**src/hdl/dfcf_pkg.sv**
```systemverilog
// Shared types, opcodes and helper functions of the DataFlash command framer.
// No dependencies; every other file in hdl/ refers to this package by scoped names.

package dfcf_pkg;

  // Register reset values and limits.
  localparam logic [3:0]  BYTE_ADDR_BITS_RST = 4'd10;
  localparam logic [11:0] BUFFER_SIZE_RST    = 12'd528;
  localparam logic [11:0] FILL_MAX           = 12'd4095;
  localparam int unsigned PAGE_COUNT         = 8192;
  localparam int unsigned QUEUE_DEPTH        = 2;

  // Register map, word index taken from paddr[2].
  typedef enum logic [0:0] {
    REG_BYTE_ADDR_BITS = 1'b0,
    REG_BUFFER_SIZE    = 1'b1
  } cfg_reg_e;

  typedef enum logic [3:0] {
    OP_WR_VIA_BUF  = 4'd0,
    OP_WR_BUF      = 4'd1,
    OP_BUF2PAGE    = 4'd2,
    OP_READ_PAGE   = 4'd3,
    OP_PAGE2BUF    = 4'd4,
    OP_ERASE_PAGE  = 4'd5,
    OP_ERASE_BLOCK = 4'd6,
    OP_ERASE_SECT  = 4'd7,
    OP_ERASE_CHIP  = 4'd8,
    OP_STATUS      = 4'd9,
    OP_ID          = 4'd10,
    OP_SLEEP       = 4'd11,
    OP_RESUME      = 4'd12,
    OP_LOG_SAVE    = 4'd13,
    OP_SYNC        = 4'd14,
    OP_ZERO_INDEX  = 4'd15
  } op_e;

  // Flash opcodes.
  localparam logic [7:0] OPC_WR_VIA_BUF1 = 8'h82;
  localparam logic [7:0] OPC_WR_VIA_BUF2 = 8'h85;
  localparam logic [7:0] OPC_WR_BUF1     = 8'h84;
  localparam logic [7:0] OPC_WR_BUF2     = 8'h87;
  localparam logic [7:0] OPC_BUF1_PAGE   = 8'h88;
  localparam logic [7:0] OPC_BUF2_PAGE   = 8'h89;
  localparam logic [7:0] OPC_READ_PAGE   = 8'hD2;
  localparam logic [7:0] OPC_PAGE_BUF1   = 8'h53;
  localparam logic [7:0] OPC_PAGE_BUF2   = 8'h55;
  localparam logic [7:0] OPC_ERASE_PAGE  = 8'h81;
  localparam logic [7:0] OPC_ERASE_BLOCK = 8'h50;
  localparam logic [7:0] OPC_ERASE_SECT  = 8'h7C;
  localparam logic [7:0] OPC_CHIP_0      = 8'hC7;
  localparam logic [7:0] OPC_CHIP_1      = 8'h94;
  localparam logic [7:0] OPC_CHIP_2      = 8'h80;
  localparam logic [7:0] OPC_CHIP_3      = 8'h9A;
  localparam logic [7:0] OPC_STATUS      = 8'hD7;
  localparam logic [7:0] OPC_ID          = 8'h9F;
  localparam logic [7:0] OPC_SLEEP       = 8'hB9;
  localparam logic [7:0] OPC_RESUME      = 8'hAB;

  localparam logic [11:0] STATUS_READ_LEN = 12'd1;
  localparam logic [11:0] ID_READ_LEN     = 12'd4;

  typedef struct packed {
    logic [3:0]  op;
    logic [12:0] page;
    logic [10:0] byte_offset;
    logic        buffer_sel;
    logic [11:0] length;
  } req_t;

  typedef struct packed {
    logic [7:0]  spi_byte;
    logic        last;
    logic [11:0] write_len;
    logic [11:0] read_len;
  } res_t;

  // One request's worth of frame bytes, byte 0 goes out first.
  typedef struct packed {
    logic [7:0][7:0] bytes;
    logic [3:0]      num_bytes;  // 1..8
    logic            mid_last;   // byte 3 also closes a frame
    logic [11:0]     write_len;
    logic [11:0]     read_len;
  } desc_t;

  // Flash address of a page: page above the byte-offset bits, plus offset, 24 bits.
  function automatic logic [23:0] page_addr_f(logic [12:0] page, logic [10:0] off,
                                              logic [3:0] bits);
    logic [23:0] base;
    if (bits <= 4'd9) begin
      base = {2'b00, page, 9'd0};
    end else if (bits == 4'd10) begin
      base = {1'b0, page, 10'd0};
    end else begin
      base = {page, 11'd0};
    end
    return base + {13'd0, off};
  endfunction

  // Opcode then address, high byte first.
  function automatic logic [3:0][7:0] frame_f(logic [7:0] opc, logic [23:0] addr);
    logic [3:0][7:0] f;
    f[0] = opc;
    f[1] = addr[23:16];
    f[2] = addr[15:8];
    f[3] = addr[7:0];
    return f;
  endfunction

endpackage

```
**src/hdl/dfcf_front.sv**
```systemverilog
// Front end: classifies each request, builds its frame descriptor and keeps log-save state.
// Depends on dfcf_pkg.

module dfcf_front (
  input  logic              clk_i,
  input  logic              rst_ni,
  input  logic              accept_i,
  input  dfcf_pkg::req_t    req_i,
  input  logic [3:0]        byte_addr_bits_i,
  input  logic [11:0]       buf_bytes_i,
  output logic              desc_push_o,
  output dfcf_pkg::desc_t   desc_o
);

  logic        active_buf_q, active_buf_d;
  logic [11:0] fill_q, fill_d;
  logic [12:0] log_page_q, log_page_d;

  logic [12:0] save_sum;
  logic        save_ovf;
  logic        save_sync;
  logic        save_buf;
  logic [11:0] save_fill;
  logic [12:0] save_new;
  logic [12:0] log_page_inc;
  logic [23:0] req_addr;
  logic [23:0] req_page_addr;
  logic [23:0] log_addr;
  logic [7:0]  sync_opc;

  assign req_addr      = dfcf_pkg::page_addr_f(req_i.page, req_i.byte_offset, byte_addr_bits_i);
  assign req_page_addr = dfcf_pkg::page_addr_f(req_i.page, 11'd0, byte_addr_bits_i);
  assign log_addr      = dfcf_pkg::page_addr_f(log_page_q, 11'd0, byte_addr_bits_i);
  assign sync_opc      = active_buf_q ? dfcf_pkg::OPC_BUF1_PAGE : dfcf_pkg::OPC_BUF2_PAGE;

  // Wrap the log page at the device size.
  assign log_page_inc = (log_page_q == 13'(dfcf_pkg::PAGE_COUNT - 1)) ? 13'd0
                                                                       : log_page_q + 13'd1;

  // Log-save: flush first when the data would overrun a buffer that already holds data.
  assign save_sum  = {1'b0, fill_q} + {1'b0, req_i.length};
  assign save_ovf  = save_sum > {1'b0, buf_bytes_i};
  assign save_sync = save_ovf && (fill_q != 12'd0);
  assign save_buf  = save_sync ? ~active_buf_q : active_buf_q;
  assign save_fill = save_sync ? 12'd0 : fill_q;
  assign save_new  = {1'b0, save_fill} + {1'b0, req_i.length};

  always_comb begin
    desc_o       = '0;
    active_buf_d = active_buf_q;
    fill_d       = fill_q;
    log_page_d   = log_page_q;
    case (dfcf_pkg::op_e'(req_i.op))
      dfcf_pkg::OP_WR_VIA_BUF: begin
        desc_o.bytes[3:0] = dfcf_pkg::frame_f(req_i.buffer_sel ? dfcf_pkg::OPC_WR_VIA_BUF1
                                                               : dfcf_pkg::OPC_WR_VIA_BUF2,
                                              req_addr);
        desc_o.num_bytes  = 4'd4;
        desc_o.write_len  = req_i.length;
      end
      dfcf_pkg::OP_WR_BUF: begin
        desc_o.bytes[3:0] = dfcf_pkg::frame_f(req_i.buffer_sel ? dfcf_pkg::OPC_WR_BUF1
                                                               : dfcf_pkg::OPC_WR_BUF2,
                                              {13'd0, req_i.byte_offset});
        desc_o.num_bytes  = 4'd4;
        desc_o.write_len  = req_i.length;
      end
      dfcf_pkg::OP_BUF2PAGE: begin
        desc_o.bytes[3:0] = dfcf_pkg::frame_f(req_i.buffer_sel ? dfcf_pkg::OPC_BUF1_PAGE
                                                               : dfcf_pkg::OPC_BUF2_PAGE,
                                              req_page_addr);
        desc_o.num_bytes  = 4'd4;
        fill_d            = 12'd0;
      end
      dfcf_pkg::OP_READ_PAGE: begin
        desc_o.bytes[3:0] = dfcf_pkg::frame_f(dfcf_pkg::OPC_READ_PAGE, req_addr);
        desc_o.num_bytes  = 4'd8;
        desc_o.read_len   = req_i.length;
      end
      dfcf_pkg::OP_PAGE2BUF: begin
        desc_o.bytes[3:0] = dfcf_pkg::frame_f(req_i.buffer_sel ? dfcf_pkg::OPC_PAGE_BUF1
                                                               : dfcf_pkg::OPC_PAGE_BUF2,
                                              req_page_addr);
        desc_o.num_bytes  = 4'd4;
      end
      dfcf_pkg::OP_ERASE_PAGE: begin
        desc_o.bytes[3:0] = dfcf_pkg::frame_f(dfcf_pkg::OPC_ERASE_PAGE, req_page_addr);
        desc_o.num_bytes  = 4'd4;
      end
      dfcf_pkg::OP_ERASE_BLOCK: begin
        desc_o.bytes[3:0] = dfcf_pkg::frame_f(dfcf_pkg::OPC_ERASE_BLOCK, req_page_addr);
        desc_o.num_bytes  = 4'd4;
      end
      dfcf_pkg::OP_ERASE_SECT: begin
        desc_o.bytes[3:0] = dfcf_pkg::frame_f(dfcf_pkg::OPC_ERASE_SECT, req_page_addr);
        desc_o.num_bytes  = 4'd4;
      end
      dfcf_pkg::OP_ERASE_CHIP: begin
        desc_o.bytes[0]  = dfcf_pkg::OPC_CHIP_0;
        desc_o.bytes[1]  = dfcf_pkg::OPC_CHIP_1;
        desc_o.bytes[2]  = dfcf_pkg::OPC_CHIP_2;
        desc_o.bytes[3]  = dfcf_pkg::OPC_CHIP_3;
        desc_o.num_bytes = 4'd4;
      end
      dfcf_pkg::OP_STATUS: begin
        desc_o.bytes[0]  = dfcf_pkg::OPC_STATUS;
        desc_o.num_bytes = 4'd1;
        desc_o.read_len  = dfcf_pkg::STATUS_READ_LEN;
      end
      dfcf_pkg::OP_ID: begin
        desc_o.bytes[0]  = dfcf_pkg::OPC_ID;
        desc_o.num_bytes = 4'd1;
        desc_o.read_len  = dfcf_pkg::ID_READ_LEN;
      end
      dfcf_pkg::OP_SLEEP: begin
        desc_o.bytes[0]  = dfcf_pkg::OPC_SLEEP;
        desc_o.num_bytes = 4'd1;
      end
      dfcf_pkg::OP_RESUME: begin
        desc_o.bytes[0]  = dfcf_pkg::OPC_RESUME;
        desc_o.num_bytes = 4'd1;
      end
      dfcf_pkg::OP_LOG_SAVE: begin
        if (save_sync) begin
          desc_o.bytes[3:0] = dfcf_pkg::frame_f(sync_opc, log_addr);
          desc_o.bytes[7:4] = dfcf_pkg::frame_f(save_buf ? dfcf_pkg::OPC_WR_BUF1
                                                         : dfcf_pkg::OPC_WR_BUF2,
                                                {12'd0, save_fill});
          desc_o.num_bytes  = 4'd8;
          desc_o.mid_last   = 1'b1;
          log_page_d        = log_page_inc;
        end else begin
          desc_o.bytes[3:0] = dfcf_pkg::frame_f(save_buf ? dfcf_pkg::OPC_WR_BUF1
                                                         : dfcf_pkg::OPC_WR_BUF2,
                                                {12'd0, save_fill});
          desc_o.num_bytes  = 4'd4;
        end
        desc_o.write_len = req_i.length;
        active_buf_d     = save_buf;
        fill_d           = save_new[12] ? dfcf_pkg::FILL_MAX : save_new[11:0];
      end
      dfcf_pkg::OP_SYNC: begin
        // Nothing to flush: no bytes, state kept.
        if (fill_q != 12'd0) begin
          desc_o.bytes[3:0] = dfcf_pkg::frame_f(sync_opc, log_addr);
          desc_o.num_bytes  = 4'd4;
          active_buf_d      = ~active_buf_q;
          fill_d            = 12'd0;
          log_page_d        = log_page_inc;
        end
      end
      dfcf_pkg::OP_ZERO_INDEX: begin
        active_buf_d = 1'b0;
        fill_d       = 12'd0;
        log_page_d   = 13'd0;
      end
      default: begin
        desc_o = '0;
      end
    endcase
  end

  assign desc_push_o = accept_i && (desc_o.num_bytes != 4'd0);

  always_ff @(posedge clk_i or negedge rst_ni) begin
    if (!rst_ni) begin
      active_buf_q <= 1'b0;
      fill_q       <= 12'd0;
      log_page_q   <= 13'd0;
    end else if (accept_i) begin
      active_buf_q <= active_buf_d;
      fill_q       <= fill_d;
      log_page_q   <= log_page_d;
    end
  end

endmodule

```
**src/hdl/dfcf_queue.sv**
```systemverilog
// Descriptor queue between the front end and the byte serializer.
// Depends on dfcf_pkg for the descriptor type.

module dfcf_queue #(
  parameter int unsigned DEPTH = dfcf_pkg::QUEUE_DEPTH
) (
  input  logic            clk_i,
  input  logic            rst_ni,
  input  logic            push_i,
  input  dfcf_pkg::desc_t wdata_i,
  output logic            full_o,
  input  logic            pop_i,
  output logic            valid_o,
  output dfcf_pkg::desc_t rdata_o
);

  localparam int unsigned PTR_W = (DEPTH > 1) ? $clog2(DEPTH) : 1;
  localparam int unsigned CNT_W = $clog2(DEPTH + 1);

  dfcf_pkg::desc_t   mem_q [DEPTH];
  logic [PTR_W-1:0]  wr_ptr_q, wr_ptr_d;
  logic [PTR_W-1:0]  rd_ptr_q, rd_ptr_d;
  logic [CNT_W-1:0]  count_q, count_d;
  logic              do_push, do_pop;

  assign full_o  = (count_q == CNT_W'(DEPTH));
  assign valid_o = (count_q != '0);
  assign rdata_o = mem_q[rd_ptr_q];
  assign do_push = push_i && !full_o;
  assign do_pop  = pop_i && valid_o;

  always_comb begin
    wr_ptr_d = wr_ptr_q;
    rd_ptr_d = rd_ptr_q;
    count_d  = count_q;
    if (do_push) begin
      wr_ptr_d = (wr_ptr_q == PTR_W'(DEPTH - 1)) ? '0 : wr_ptr_q + 1'b1;
    end
    if (do_pop) begin
      rd_ptr_d = (rd_ptr_q == PTR_W'(DEPTH - 1)) ? '0 : rd_ptr_q + 1'b1;
    end
    if (do_push && !do_pop) begin
      count_d = count_q + 1'b1;
    end else if (do_pop && !do_push) begin
      count_d = count_q - 1'b1;
    end
  end

  always_ff @(posedge clk_i) begin
    if (do_push) begin
      mem_q[wr_ptr_q] <= wdata_i;
    end
  end

  always_ff @(posedge clk_i or negedge rst_ni) begin
    if (!rst_ni) begin
      wr_ptr_q <= '0;
      rd_ptr_q <= '0;
      count_q  <= '0;
    end else begin
      wr_ptr_q <= wr_ptr_d;
      rd_ptr_q <= rd_ptr_d;
      count_q  <= count_d;
    end
  end

endmodule

```
**src/hdl/dfcf_back.sv**
```systemverilog
// Back end: walks the head descriptor one byte a cycle into the result register
// while pop takes each result. Depends on dfcf_pkg.

module dfcf_back (
  input  logic            clk_i,
  input  logic            rst_ni,
  input  logic            desc_valid_i,
  input  dfcf_pkg::desc_t desc_i,
  output logic            desc_pop_o,
  output logic            empty_o,
  input  logic            pop_i,
  output dfcf_pkg::res_t  res_o
);

  logic           out_valid_q, out_valid_d;
  dfcf_pkg::res_t res_q, res_d;
  logic [2:0]     idx_q, idx_d;
  logic           take, load, is_end;

  assign take   = pop_i && out_valid_q;
  assign load   = desc_valid_i && (!out_valid_q || take);
  assign is_end = ({1'b0, idx_q} == (desc_i.num_bytes - 4'd1));

  always_comb begin
    res_d.spi_byte  = desc_i.bytes[idx_q];
    res_d.last      = is_end || (desc_i.mid_last && (idx_q == 3'd3));
    res_d.write_len = is_end ? desc_i.write_len : 12'd0;
    res_d.read_len  = is_end ? desc_i.read_len : 12'd0;
    idx_d           = idx_q;
    out_valid_d     = out_valid_q;
    if (load) begin
      idx_d       = is_end ? 3'd0 : idx_q + 3'd1;
      out_valid_d = 1'b1;
    end else if (take) begin
      out_valid_d = 1'b0;
    end
  end

  assign desc_pop_o = load && is_end;
  assign empty_o    = !out_valid_q;
  assign res_o      = res_q;

  always_ff @(posedge clk_i) begin
    if (load) begin
      res_q <= res_d;
    end
  end

  always_ff @(posedge clk_i or negedge rst_ni) begin
    if (!rst_ni) begin
      out_valid_q <= 1'b0;
      idx_q       <= 3'd0;
    end else begin
      out_valid_q <= out_valid_d;
      idx_q       <= idx_d;
    end
  end

endmodule

```
**src/hdl/dataflash_command_framer.sv**
```systemverilog
// Top level of the DataFlash command framer: register port, front end, queue, serializer.
// Depends on dfcf_pkg, dfcf_front, dfcf_queue and dfcf_back.
//
//   Channel   Direction  Handshake              Transfer
//   ------------------------------------------------------------------------------
//   request   in         push / full            one flash request (req_i)
//   result    out        empty / pop            one SPI frame byte (res_o)
//   config    in/out     psel/penable/pready    one 32-bit register write or read
//
// Output: one frame byte per cycle while pop takes each result; a request has 1, 4 or 8
// frame bytes, and zero-index and an empty sync are accepted but give none.
// Reset: clear the log-save state, the queue and the result valid flag; load the
// register reset values (10 address bits, 528 bytes).
// Stalls: a withheld pop backs up the serializer, then the queue, then raises full.

module dataflash_command_framer #(
  parameter int unsigned QUEUE_DEPTH = dfcf_pkg::QUEUE_DEPTH
) (
  input  logic           clk_i,
  input  logic           rst_ni,
  // Request side
  input  logic           push,
  output logic           full,
  input  dfcf_pkg::req_t req_i,
  // Result side
  output logic           empty,
  input  logic           pop,
  output dfcf_pkg::res_t res_o,
  // Register port
  input  logic           psel,
  input  logic           penable,
  input  logic           pwrite,
  input  logic [2:0]     paddr,
  input  logic [31:0]    pwdata,
  output logic [31:0]    prdata,
  output logic           pready
);

  logic [3:0]      byte_addr_bits_q;
  logic [11:0]     buf_bytes_q;
  logic            cfg_wr;
  logic            accept;
  logic            desc_push;
  logic            desc_pop;
  logic            desc_valid;
  dfcf_pkg::desc_t desc_in;
  dfcf_pkg::desc_t desc_head;

  // Register port: pready tied high, write on the access phase.
  assign pready = 1'b1;
  assign cfg_wr = psel && penable && pwrite;

  always_ff @(posedge clk_i or negedge rst_ni) begin
    if (!rst_ni) begin
      byte_addr_bits_q <= dfcf_pkg::BYTE_ADDR_BITS_RST;
      buf_bytes_q      <= dfcf_pkg::BUFFER_SIZE_RST;
    end else if (cfg_wr) begin
      case (dfcf_pkg::cfg_reg_e'(paddr[2]))
        dfcf_pkg::REG_BYTE_ADDR_BITS: byte_addr_bits_q <= pwdata[3:0];
        dfcf_pkg::REG_BUFFER_SIZE:    buf_bytes_q      <= pwdata[11:0];
        default:                      byte_addr_bits_q <= byte_addr_bits_q;
      endcase
    end
  end

  always_comb begin
    case (dfcf_pkg::cfg_reg_e'(paddr[2]))
      dfcf_pkg::REG_BYTE_ADDR_BITS: prdata = {28'd0, byte_addr_bits_q};
      dfcf_pkg::REG_BUFFER_SIZE:    prdata = {20'd0, buf_bytes_q};
      default:                      prdata = 32'd0;
    endcase
  end

  // A request transfers whenever the queue has room, even one that yields no bytes.
  assign accept = push && !full;

  // Front end: classify, build the frame descriptor, advance log-save state.
  dfcf_front u_front (
    .clk_i            (clk_i),
    .rst_ni           (rst_ni),
    .accept_i         (accept),
    .req_i            (req_i),
    .byte_addr_bits_i (byte_addr_bits_q),
    .buf_bytes_i      (buf_bytes_q),
    .desc_push_o      (desc_push),
    .desc_o           (desc_in)
  );

  // Decouple the front end from the byte serializer.
  dfcf_queue #(
    .DEPTH (QUEUE_DEPTH)
  ) u_queue (
    .clk_i   (clk_i),
    .rst_ni  (rst_ni),
    .push_i  (desc_push),
    .wdata_i (desc_in),
    .full_o  (full),
    .pop_i   (desc_pop),
    .valid_o (desc_valid),
    .rdata_o (desc_head)
  );

  // Back end: one frame byte per cycle, while pop takes them, into the result register.
  dfcf_back u_back (
    .clk_i        (clk_i),
    .rst_ni       (rst_ni),
    .desc_valid_i (desc_valid),
    .desc_i       (desc_head),
    .desc_pop_o   (desc_pop),
    .empty_o      (empty),
    .pop_i        (pop),
    .res_o        (res_o)
  );

endmodule
```
**config.mk**
```make
export PLATFORM = sky130hd
export DESIGN_NAME = dataflash_command_framer
export DESIGN_NICKNAME = d
export VERILOG_FILES = /design/src/hdl/dfcf_pkg.sv /design/src/hdl/dfcf_front.sv /design/src/hdl/dfcf_queue.sv /design/src/hdl/dfcf_back.sv /design/src/hdl/dataflash_command_framer.sv
export SDC_FILE = /design/constraint.sdc
export NUM_CORES = 1
export LEC_CHECK = 0
export BUFFER_PORTS_ARGS = -buffer_cell sky130_fd_sc_hd__buf_2
export CORE_MARGIN = 2
export CORE_UTILIZATION = 63
export DETAILED_ROUTE_END_ITERATION = 10
export PLACE_DENSITY = 0.84
export SLEW_MARGIN = 0
export SYNTH_ARGS = -nofsm -noshare
export SYNTH_HDL_FRONTEND = slang
export SYNTH_SLANG_ARGS = --single-unit
```
**constraint.sdc**
```tcl
create_clock -name clk_i -period 14.53 [get_ports clk_i]
set_input_delay 2.906 -clock clk_i [delete_from_list [all_inputs] [get_ports clk_i]]
set_output_delay 2.906 -clock clk_i [all_outputs]
set_load 0.01 [all_outputs]
```
# After elaboration in Yosys (flattened, before gate mapping)
# Memory sizes are Yosys's and may differ from the RTL's.
# Index checks and enable logic that the tools add are counted.
[word_totals]
memories = 1
output_inout_bits = 68
ramBits = 186
regBits = 83
word_cells = 131
[classes]
n_reduce_logical = 36
eq_ne = 22
n_addsub = 10
order_cmp = 3
n_mux = 43
n_bitwise = 2
[memory_table]
columns = ["name", "depth", "word_bits", "read_ports", "rd_clocked_by_memory_dff", "wr", "line", "text"]
rows = [
  ["u_queue.mem_q", 2, 93, 1, 0, 1, "dfcf_queue.sv:20", "dfcf_pkg::desc_t mem_q [DEPTH];"],
]
[op_table]
columns = ["op", "count"]
rows = [
  ["$pmux W12 S15", 1],
  ["$pmux W24 S6", 1],
  ["$mux W24", 4],
  ["$mux W36", 2],
  ["$pmux W12 S3", 2],
  ["$mux W32", 2],
  ["$pmux W32 S2", 1],
  ["$mux W12", 4],
  ["$mux W13", 3],
  ["$pmux W13 S3", 1],
  ["$eq A4 B4 Y1 const B", 9],
  ["$add A12 B12 Y13", 2],
  ["$add A24 B11 Y24", 1],
  ["$bmux W8 S3", 1],
  ["$eq A4 B3 Y1 const B", 4],
  ["$add A13 B1 Y13 const B", 1],
  ["$eq A13 B13 Y1 const B", 1],
  ["$gt A13 B12 Y1", 1],
  ["$logic_and A1 B1 Y1", 13],
  ["$mux W1", 12],
  ["$reduce_bool A12 Y1", 1],
  ["$mux W3", 3],
  ["$eq A4 B2 Y1 const B", 2],
  ["$mux W2", 4],
  ["other kinds (27)", 40],
]

# Logic depth before layout (Yosys ltp)
[depth]
word_depth = 14
mapped_depth = 31
ltp_nobuf = 29

# Cells and area by module
# Synthesis repeated with hierarchy kept, for this count alone.
[unflattened]
hier_cells = 1199
hier_area_um2 = 14684.1
[by_module_without_submodules]
columns = ["module", "seq_area_each_um2", "area_per_inst_um2", "n_inst", "cells_each"]
rows = [
  ["dfcf_queue", 5685.5, 6920.4, 1, 308],
  ["dfcf_front", 650.6, 4904.7, 1, 680],
  ["dfcf_back", 1091.0, 1931.9, 1, 139],
  ["dataflash_command_framer", 405.4, 927.1, 1, 72],
]

# Least setup slack after synthesis
# Ideal clock, no wire load.
[synth_timing]
path_kind = "input to register"
from = "in req_i[40] (netlist bit)"
to = "mem u_queue.mem_q[0][0] (netlist bit) (enable)"
arrival_ns = 8.699
slack_ns = 5.237
setup_ns = 0.594
n_path_buf = 1
stages = 5
path_cell_list = "clkbuf_1 -> nand2_1 -> nor3_1 -> nor2_1 -> nor3_1"
[synth_via]
elab_chain_len = 7
word_cells_on_any_way = 21
classes_between = "eq/ne: 14; mux: 3; reduce/logical: 4"
[synth_rtl]
columns = ["item", "line", "text"]
rows = [
  ["start, declared", "dataflash_command_framer.sv:24", "input dfcf_pkg::req_t req_i,"],
  ["$eq A4 B4 Y1 (tied with other cells)", "dfcf_front.sv:53", "case (dfcf_pkg::op_e'(req_i.op))"],
  ["$pmux W12 S15 (*)", "dfcf_front.sv:53", ""],
  ["$reduce_bool A4 Y1 (*)", "dfcf_front.sv:163", "assign desc_push_o = accept_i && (desc_o.num_bytes != 4'd0);"],
  ["$logic_and A1 B1 Y1 (*)", "dfcf_front.sv:163", ""],
  ["$logic_and A1 B1 Y1 (*)", "dfcf_queue.sv:29", "assign do_push = push_i && !full_o;"],
  ["$mux W1 (*)", "dfcf_queue.sv:50", "if (do_push) begin"],
  ["$mux W1 (not written as such) (*)", "dfcf_queue.sv:51", "mem_q[wr_ptr_q] <= wdata_i;"],
  ["end, declared", "dfcf_queue.sv:20", ""],
]
# Mark *: on every way between the ends. The rest lies on a longest branch, timed or not.

# Final worst setup path
[layout_timing]
from = "in req_i[1] (netlist bit)"
to = "reg u_front.fill_q[10]"
[layout_via]
elab_chain_len = 7
[layout_rtl]
columns = ["item", "line", "text"]
rows = [
  ["$add A12 B12 Y13", "dfcf_front.sv:41", "assign save_sum = {1'b0, fill_q} + {1'b0, req_i.length};"],
  ["$gt A13 B12 Y1", "dfcf_front.sv:42", "assign save_ovf = save_sum > {1'b0, buf_bytes_i};"],
  ["$logic_and A1 B1 Y1", "dfcf_front.sv:43", "assign save_sync = save_ovf && (fill_q != 12'd0);"],
  ["$mux W12", "dfcf_front.sv:45", "assign save_fill = save_sync ? 12'd0 : fill_q;"],
  ["$add A12 B12 Y13 (*)", "dfcf_front.sv:46", "assign save_new = {1'b0, save_fill} + {1'b0, req_i.length};"],
  ["$mux W12 (*)", "dfcf_front.sv:140", "fill_d = save_new[12] ? dfcf_pkg::FILL_MAX : save_new[11:0];"],
  ["$pmux W12 S3 (*)", "dfcf_front.sv:53", ""],
  ["end signal, assigned", "dfcf_front.sv:172", "fill_q <= fill_d;"],
  ["end, declared", "dfcf_front.sv:16", "logic [11:0] fill_q, fill_d;"],
]
# Marked as above.
# A chain may end at the register's enable or synchronous reset.

==> metrics.md <==
| Metric | Value |
|---|---|
| Largest net degree at the start of global routing | `59` |
| Yosys warns | `0` |
| Clock Skew | `0.0176 ns` |
| First-pass GRT wire length | `between 40 and 50 mm` |
| RR Endpoint | `u_front.fill_q[10]$_DFFE_PN0P_` |
| Combinational share of power | `35.9%` |
| Met2 Track Usage GR | `roughly 42%` |
| Routed vias | `between 8000 and 9000` |
| Post-CTS Setup Repair Bufs | `0` |
| Sum Neg Setup Slack | `0 ns` |
| Final hold violations | `0` |
| TritonCTS clock tree | `built` |
| Hold endpoint | `u_back.out_valid_q$_DFFE_PN0P_` |
| Post-synth top flop | `edfxtp_1` |
| WP data arrival | `about 9.1 ns` |
| Vias in the first global route | `7999` |
| CP Max Fanout | `17` |
| Min Clock Period, post-route | `8.62 ns` |
| Synth Area in Adders | `5.04%` |
| Max Fclk | `116 MHz` |
| Initial antenna violation count | `2` |
| Unrepaired setup endpoints after global routing | `no` |
| CP max stage delay | `0.67 ns` |
| Outcome | `finished, final reports clean` |
| Rows | `between 50 and 60` |
| VDD IR-drop max | `approximately 0.14 mV` |
| Worst hold path depth | `2` |
| P_sw | `926 uW` |
| Placed inst area | `13100 sq um` |
| Mux cell area share after synthesis | `11.2%` |
| Worst-Margin Slew | `about 1.2 ns` |
| Worst Setup SP | `req_i[1]` |
| Post-synth EDFFs | `179` |
| Synth Area in Compound Gates | `10.6%` |
| Die Span Y | `approximately 140 microns` |
| Period utilization | `59.3%` |
| Reg power frac | `approximately two fifths` |
| Met3 usage | `~3.4%` |
| Nets@finish | `1296` |
| # port buffers | `between 100 and 150` |
| Power Density | `191 nW/um^2` |
| Hold slack final | `around 0.5 ns` |
| Post-synthesis register bit count | `229` |
| Worst-Skew Late Latency | `0.53 ns` |
| Final WL | `26.7 mm` |
| Seq/Total Area, Yosys | `about 54%` |
| Total of max-cap violations | `0` |
| Largest family of logic cells by synthesized area | `simple AND/OR/NAND/NOR gates` |
| Worst slew margin | `~19%` |
| FFs w/ async S/R, synth | `21.8%` |
| Initial DRT Pass Iterations | `6` |
| Layout Area Growth over Synthesis | `12.9%` |
| Fillers | `~1300` |
| Syn avg cell area | `11.7 sq um` |
| Hold_buf cts | `0` |
| Yosys cell types | `73` |
| DP HPWL | `18.2 mm` |
| Met1 global-route usage | `roughly 37%` |
| Internal Dissipation | `1730 uW` |
| Core area | `19300 sq um` |
| CP max stage cell | `a41o_1` |
| Clock sinks | `229` |
| Leakage | `0.00556 uW` |
| Remaining DRCs | `0` |
| Number of CTS-inserted buffers | `23` |
| CP Capture Type | `flop` |
| Startpoint types | `primary input` |
| Switch share | `a little over a third` |
| Multi-input logic area | `5360 sq um` |
| Post-DRT Antenna Nets | `0` |
| Cells after Synth | `1056` |
| Total gr overflow | `0` |
| Layout cell share with drive strength beyond 1 | `18.9%` |
| RePlAce Congestion | `between 0.9 and 1` |
| Worst path required time | `about 15 ns` |
| Clk pwr share | `24.9%` |
| Post-synthesis simple-gate area fraction | `12.6%` |
| Reg2Reg Depth | `29` |
| Slew Limit Fails | `0` |
| Starting density of the core | `a little under two thirds` |
| Post-CTS Resized | `0` |
| HP Start | `u_back.out_valid_q$_DFFE_PN0P_` |
| Clock H-tree levels | `1` |
| CTS max path bufs | `3` |
| Clock slew seen by the registers of the worst setup and hold paths | `0.07 ns` |
| Setup slack, reg-to-reg | `approximately 8.0 ns` |
| RR Startpoint | `u_front.fill_q[1]$_DFFE_PN0P_` |
| I/O pins | `151` |
| Drt via density | `5.99` |
| Root buffer cell | `clkbuf_16` |
| Post-route cell area | `13900 sq um` |
| Synth Area in XOR/XNOR | `2.42%` |
| Initial DRC count | `844` |
| Die area | `between 20000 and 25000 sq um` |
| Die Width | `144 microns` |
| Cell Area, Synth | `around 12000 sq um` |
| Setup-failing EPs final | `0` |
| Global-route usage over all layers | `between 20% and 30%` |
| Crit path kind | `in2reg` |
| FF/Latch Area | `6630 sq um` |
| Drt wl/cell | `18.4 microns` |
| Top Usage Layer GRT | `met2` |
| HP Class | `reg2reg` |
==> power by group through the flow <==
| stage | logic [uW] | registers (uW) | clock network (uW) |
|---|---|---|---|
| floorplan | 723 | 1030 | 0 |
| global placement | 917 | 1040 | 0 |
| detailed placement | 949 | 1050 | 0 |
| CTS | 955 | 1040 | 669 |
| global route | 1060 | 1060 | 693 |
| finish | 955 | 1040 | 663 |
==> flip-flops by register name (all words and copies together) (netlist names) <==
signal,flops
u_queue.rd_ptr_q,1
u_front.active_buf_q,1
u_front.fill_q,12
u_back.idx_q,3
u_queue.wr_ptr_q,1
u_back.res_o,33
u_back.out_valid_q,1
u_front.log_page_q,13
u_queue.count_q,2
buf_bytes_q,12
u_queue.mem_q,146
byte_addr_bits_q,4
==> cells in the mapped netlist (7+ instances only) <==
| library cell | number | share of area [%] |
|---|---|---|
| a21o_1 | 8 | 0.49 |
| a21oi_1 | 41 | 1.7 |
| a22o_1 | 7 | 0.50 |
| a22oi_1 | 8 | 0.49 |
| and2_1 | 40 | 2.0 |
| and3_1 | 11 | 0.56 |
| buf_2 | 11 | 0.45 |
| buf_4 | 21 | 1.3 |
| clkbuf_1 | 31 | 0.94 |
| dfrtp_1 | 46 | 9.3 |
| edfxtp_1 | 179 | 44 |
| ha_1 | 44 | 4.5 |
| inv_1 | 37 | 1.1 |
| mux2_2 | 26 | 2.4 |
| mux2i_1 | 64 | 5.2 |
| mux4_2 | 19 | 3.5 |
| nand2_1 | 81 | 2.5 |
| nand3_1 | 21 | 0.85 |
| nand4_1 | 11 | 0.56 |
| nor2_1 | 94 | 2.9 |
| nor2b_1 | 12 | 0.61 |
| nor3_1 | 15 | 0.61 |
| o21ai_0 | 71 | 2.9 |
| o22ai_1 | 7 | 0.36 |
| xnor2_1 | 21 | 1.5 |
| xor2_1 | 13 | 0.92 |
==> worst max-delay path: cells and delay by family <==
family	cells	cell delay, ns
XOR/XNOR	1	0.14
buffers and inverters	3	0.34
adder cells (fa/ha/maj)	3	0.97
AO/OA/AOI/OAI	15	3.28
AND/OR/NAND/NOR	7	1.38
multiplexers	1	0.06
==> final cells by class <==
class,instances,share of cell area [%]
Antenna cell,2,0.0360
Clock buffer,31,4.57
Clock inverter,11,1.57
Inverter,38,1.06
Multi-Input combinational cell,760,38.5
Sequential cell,229,47.7
Tap cell,265,2.38
Timing Repair Buffer,114,4.23
==> logic make-up after synthesis <==
group           count (synthesis)
xor+xnor                       34
compound gates                205
flops                         229
simple gates                  318
fa+ha+maj                      48
other cells                     2
buf+inv                       110
mux                           110
==> layout by cell type (no fill, tap or decap), types with 8 or more instances in the layout <==
cell / Yosys / final
nand2_1: 81 / 81
ha_1: 44 / 44
nor2_1: 94 / 94
a21o_1: 8 / 8
inv_1: 37 / 37
o21ai_0: 71 / 71
nor2b_1: 12 / 12
edfxtp_1: 179 / 179
and3_1: 11 / 11
mux2_2: 26 / 26
mux2i_1: 64 / 64
dfrtp_1: 46 / 45
a21oi_1: 41 / 41
nand4_1: 11 / 11
nor3_1: 15 / 14
xor2_1: 13 / 13
and2_1: 40 / 39
xnor2_1: 21 / 21
conb_1: 2 / 45
a22oi_1: 8 / 8
clkbuf_16: 0 / 23
nand3_1: 21 / 21
mux4_2: 19 / 19
buf_2: 11 / 107
==> worst max-delay path by stage <==
stage | end | cells past startpoint | slack (ns)
floorplan | u_queue.mem_q[0][0]$_DFFE_PP_ | 5 | 5.24
global placement | u_front.fill_q[10]$_DFFE_PN0P_ | 30 | 5.54
detailed placement | u_front.fill_q[10]$_DFFE_PN0P_ | 30 | 5.40
CTS | u_front.fill_q[10]$_DFFE_PN0P_ | 30 | 5.93
global route | u_front.fill_q[10]$_DFFE_PN0P_ | 30 | 5.46
finish | u_front.fill_q[10]$_DFFE_PN0P_ | 30 | 5.91
==> layer usage <==
metal,vias up,share of wire (%),wire length [microns]
met4,0,2.6,702
li1,4058,-,-
met2,387,47,12600
met1,4187,43,11500
met5,-,0,0
met3,53,7.2,1920
==> stage by stage <==
stage | util (%) | setup slack (ns) | total power (uW) | instances
5_1_grt | 72.0 | 5.46 | 2810 | 1450
6_report | 72.0 | 5.91 | 2660 | 1450
2_1_floorplan | - | 5.24 | 1750 | 1099
4_1_cts | 71.9 | 5.93 | 2670 | 1448
3_5_place_dp | 67.5 | 5.40 | 2000 | 1406
3_3_place_gp | 67.5 | 5.54 | 1960 | 1406
No activity file was read; power rests on OpenSTA's default activity.
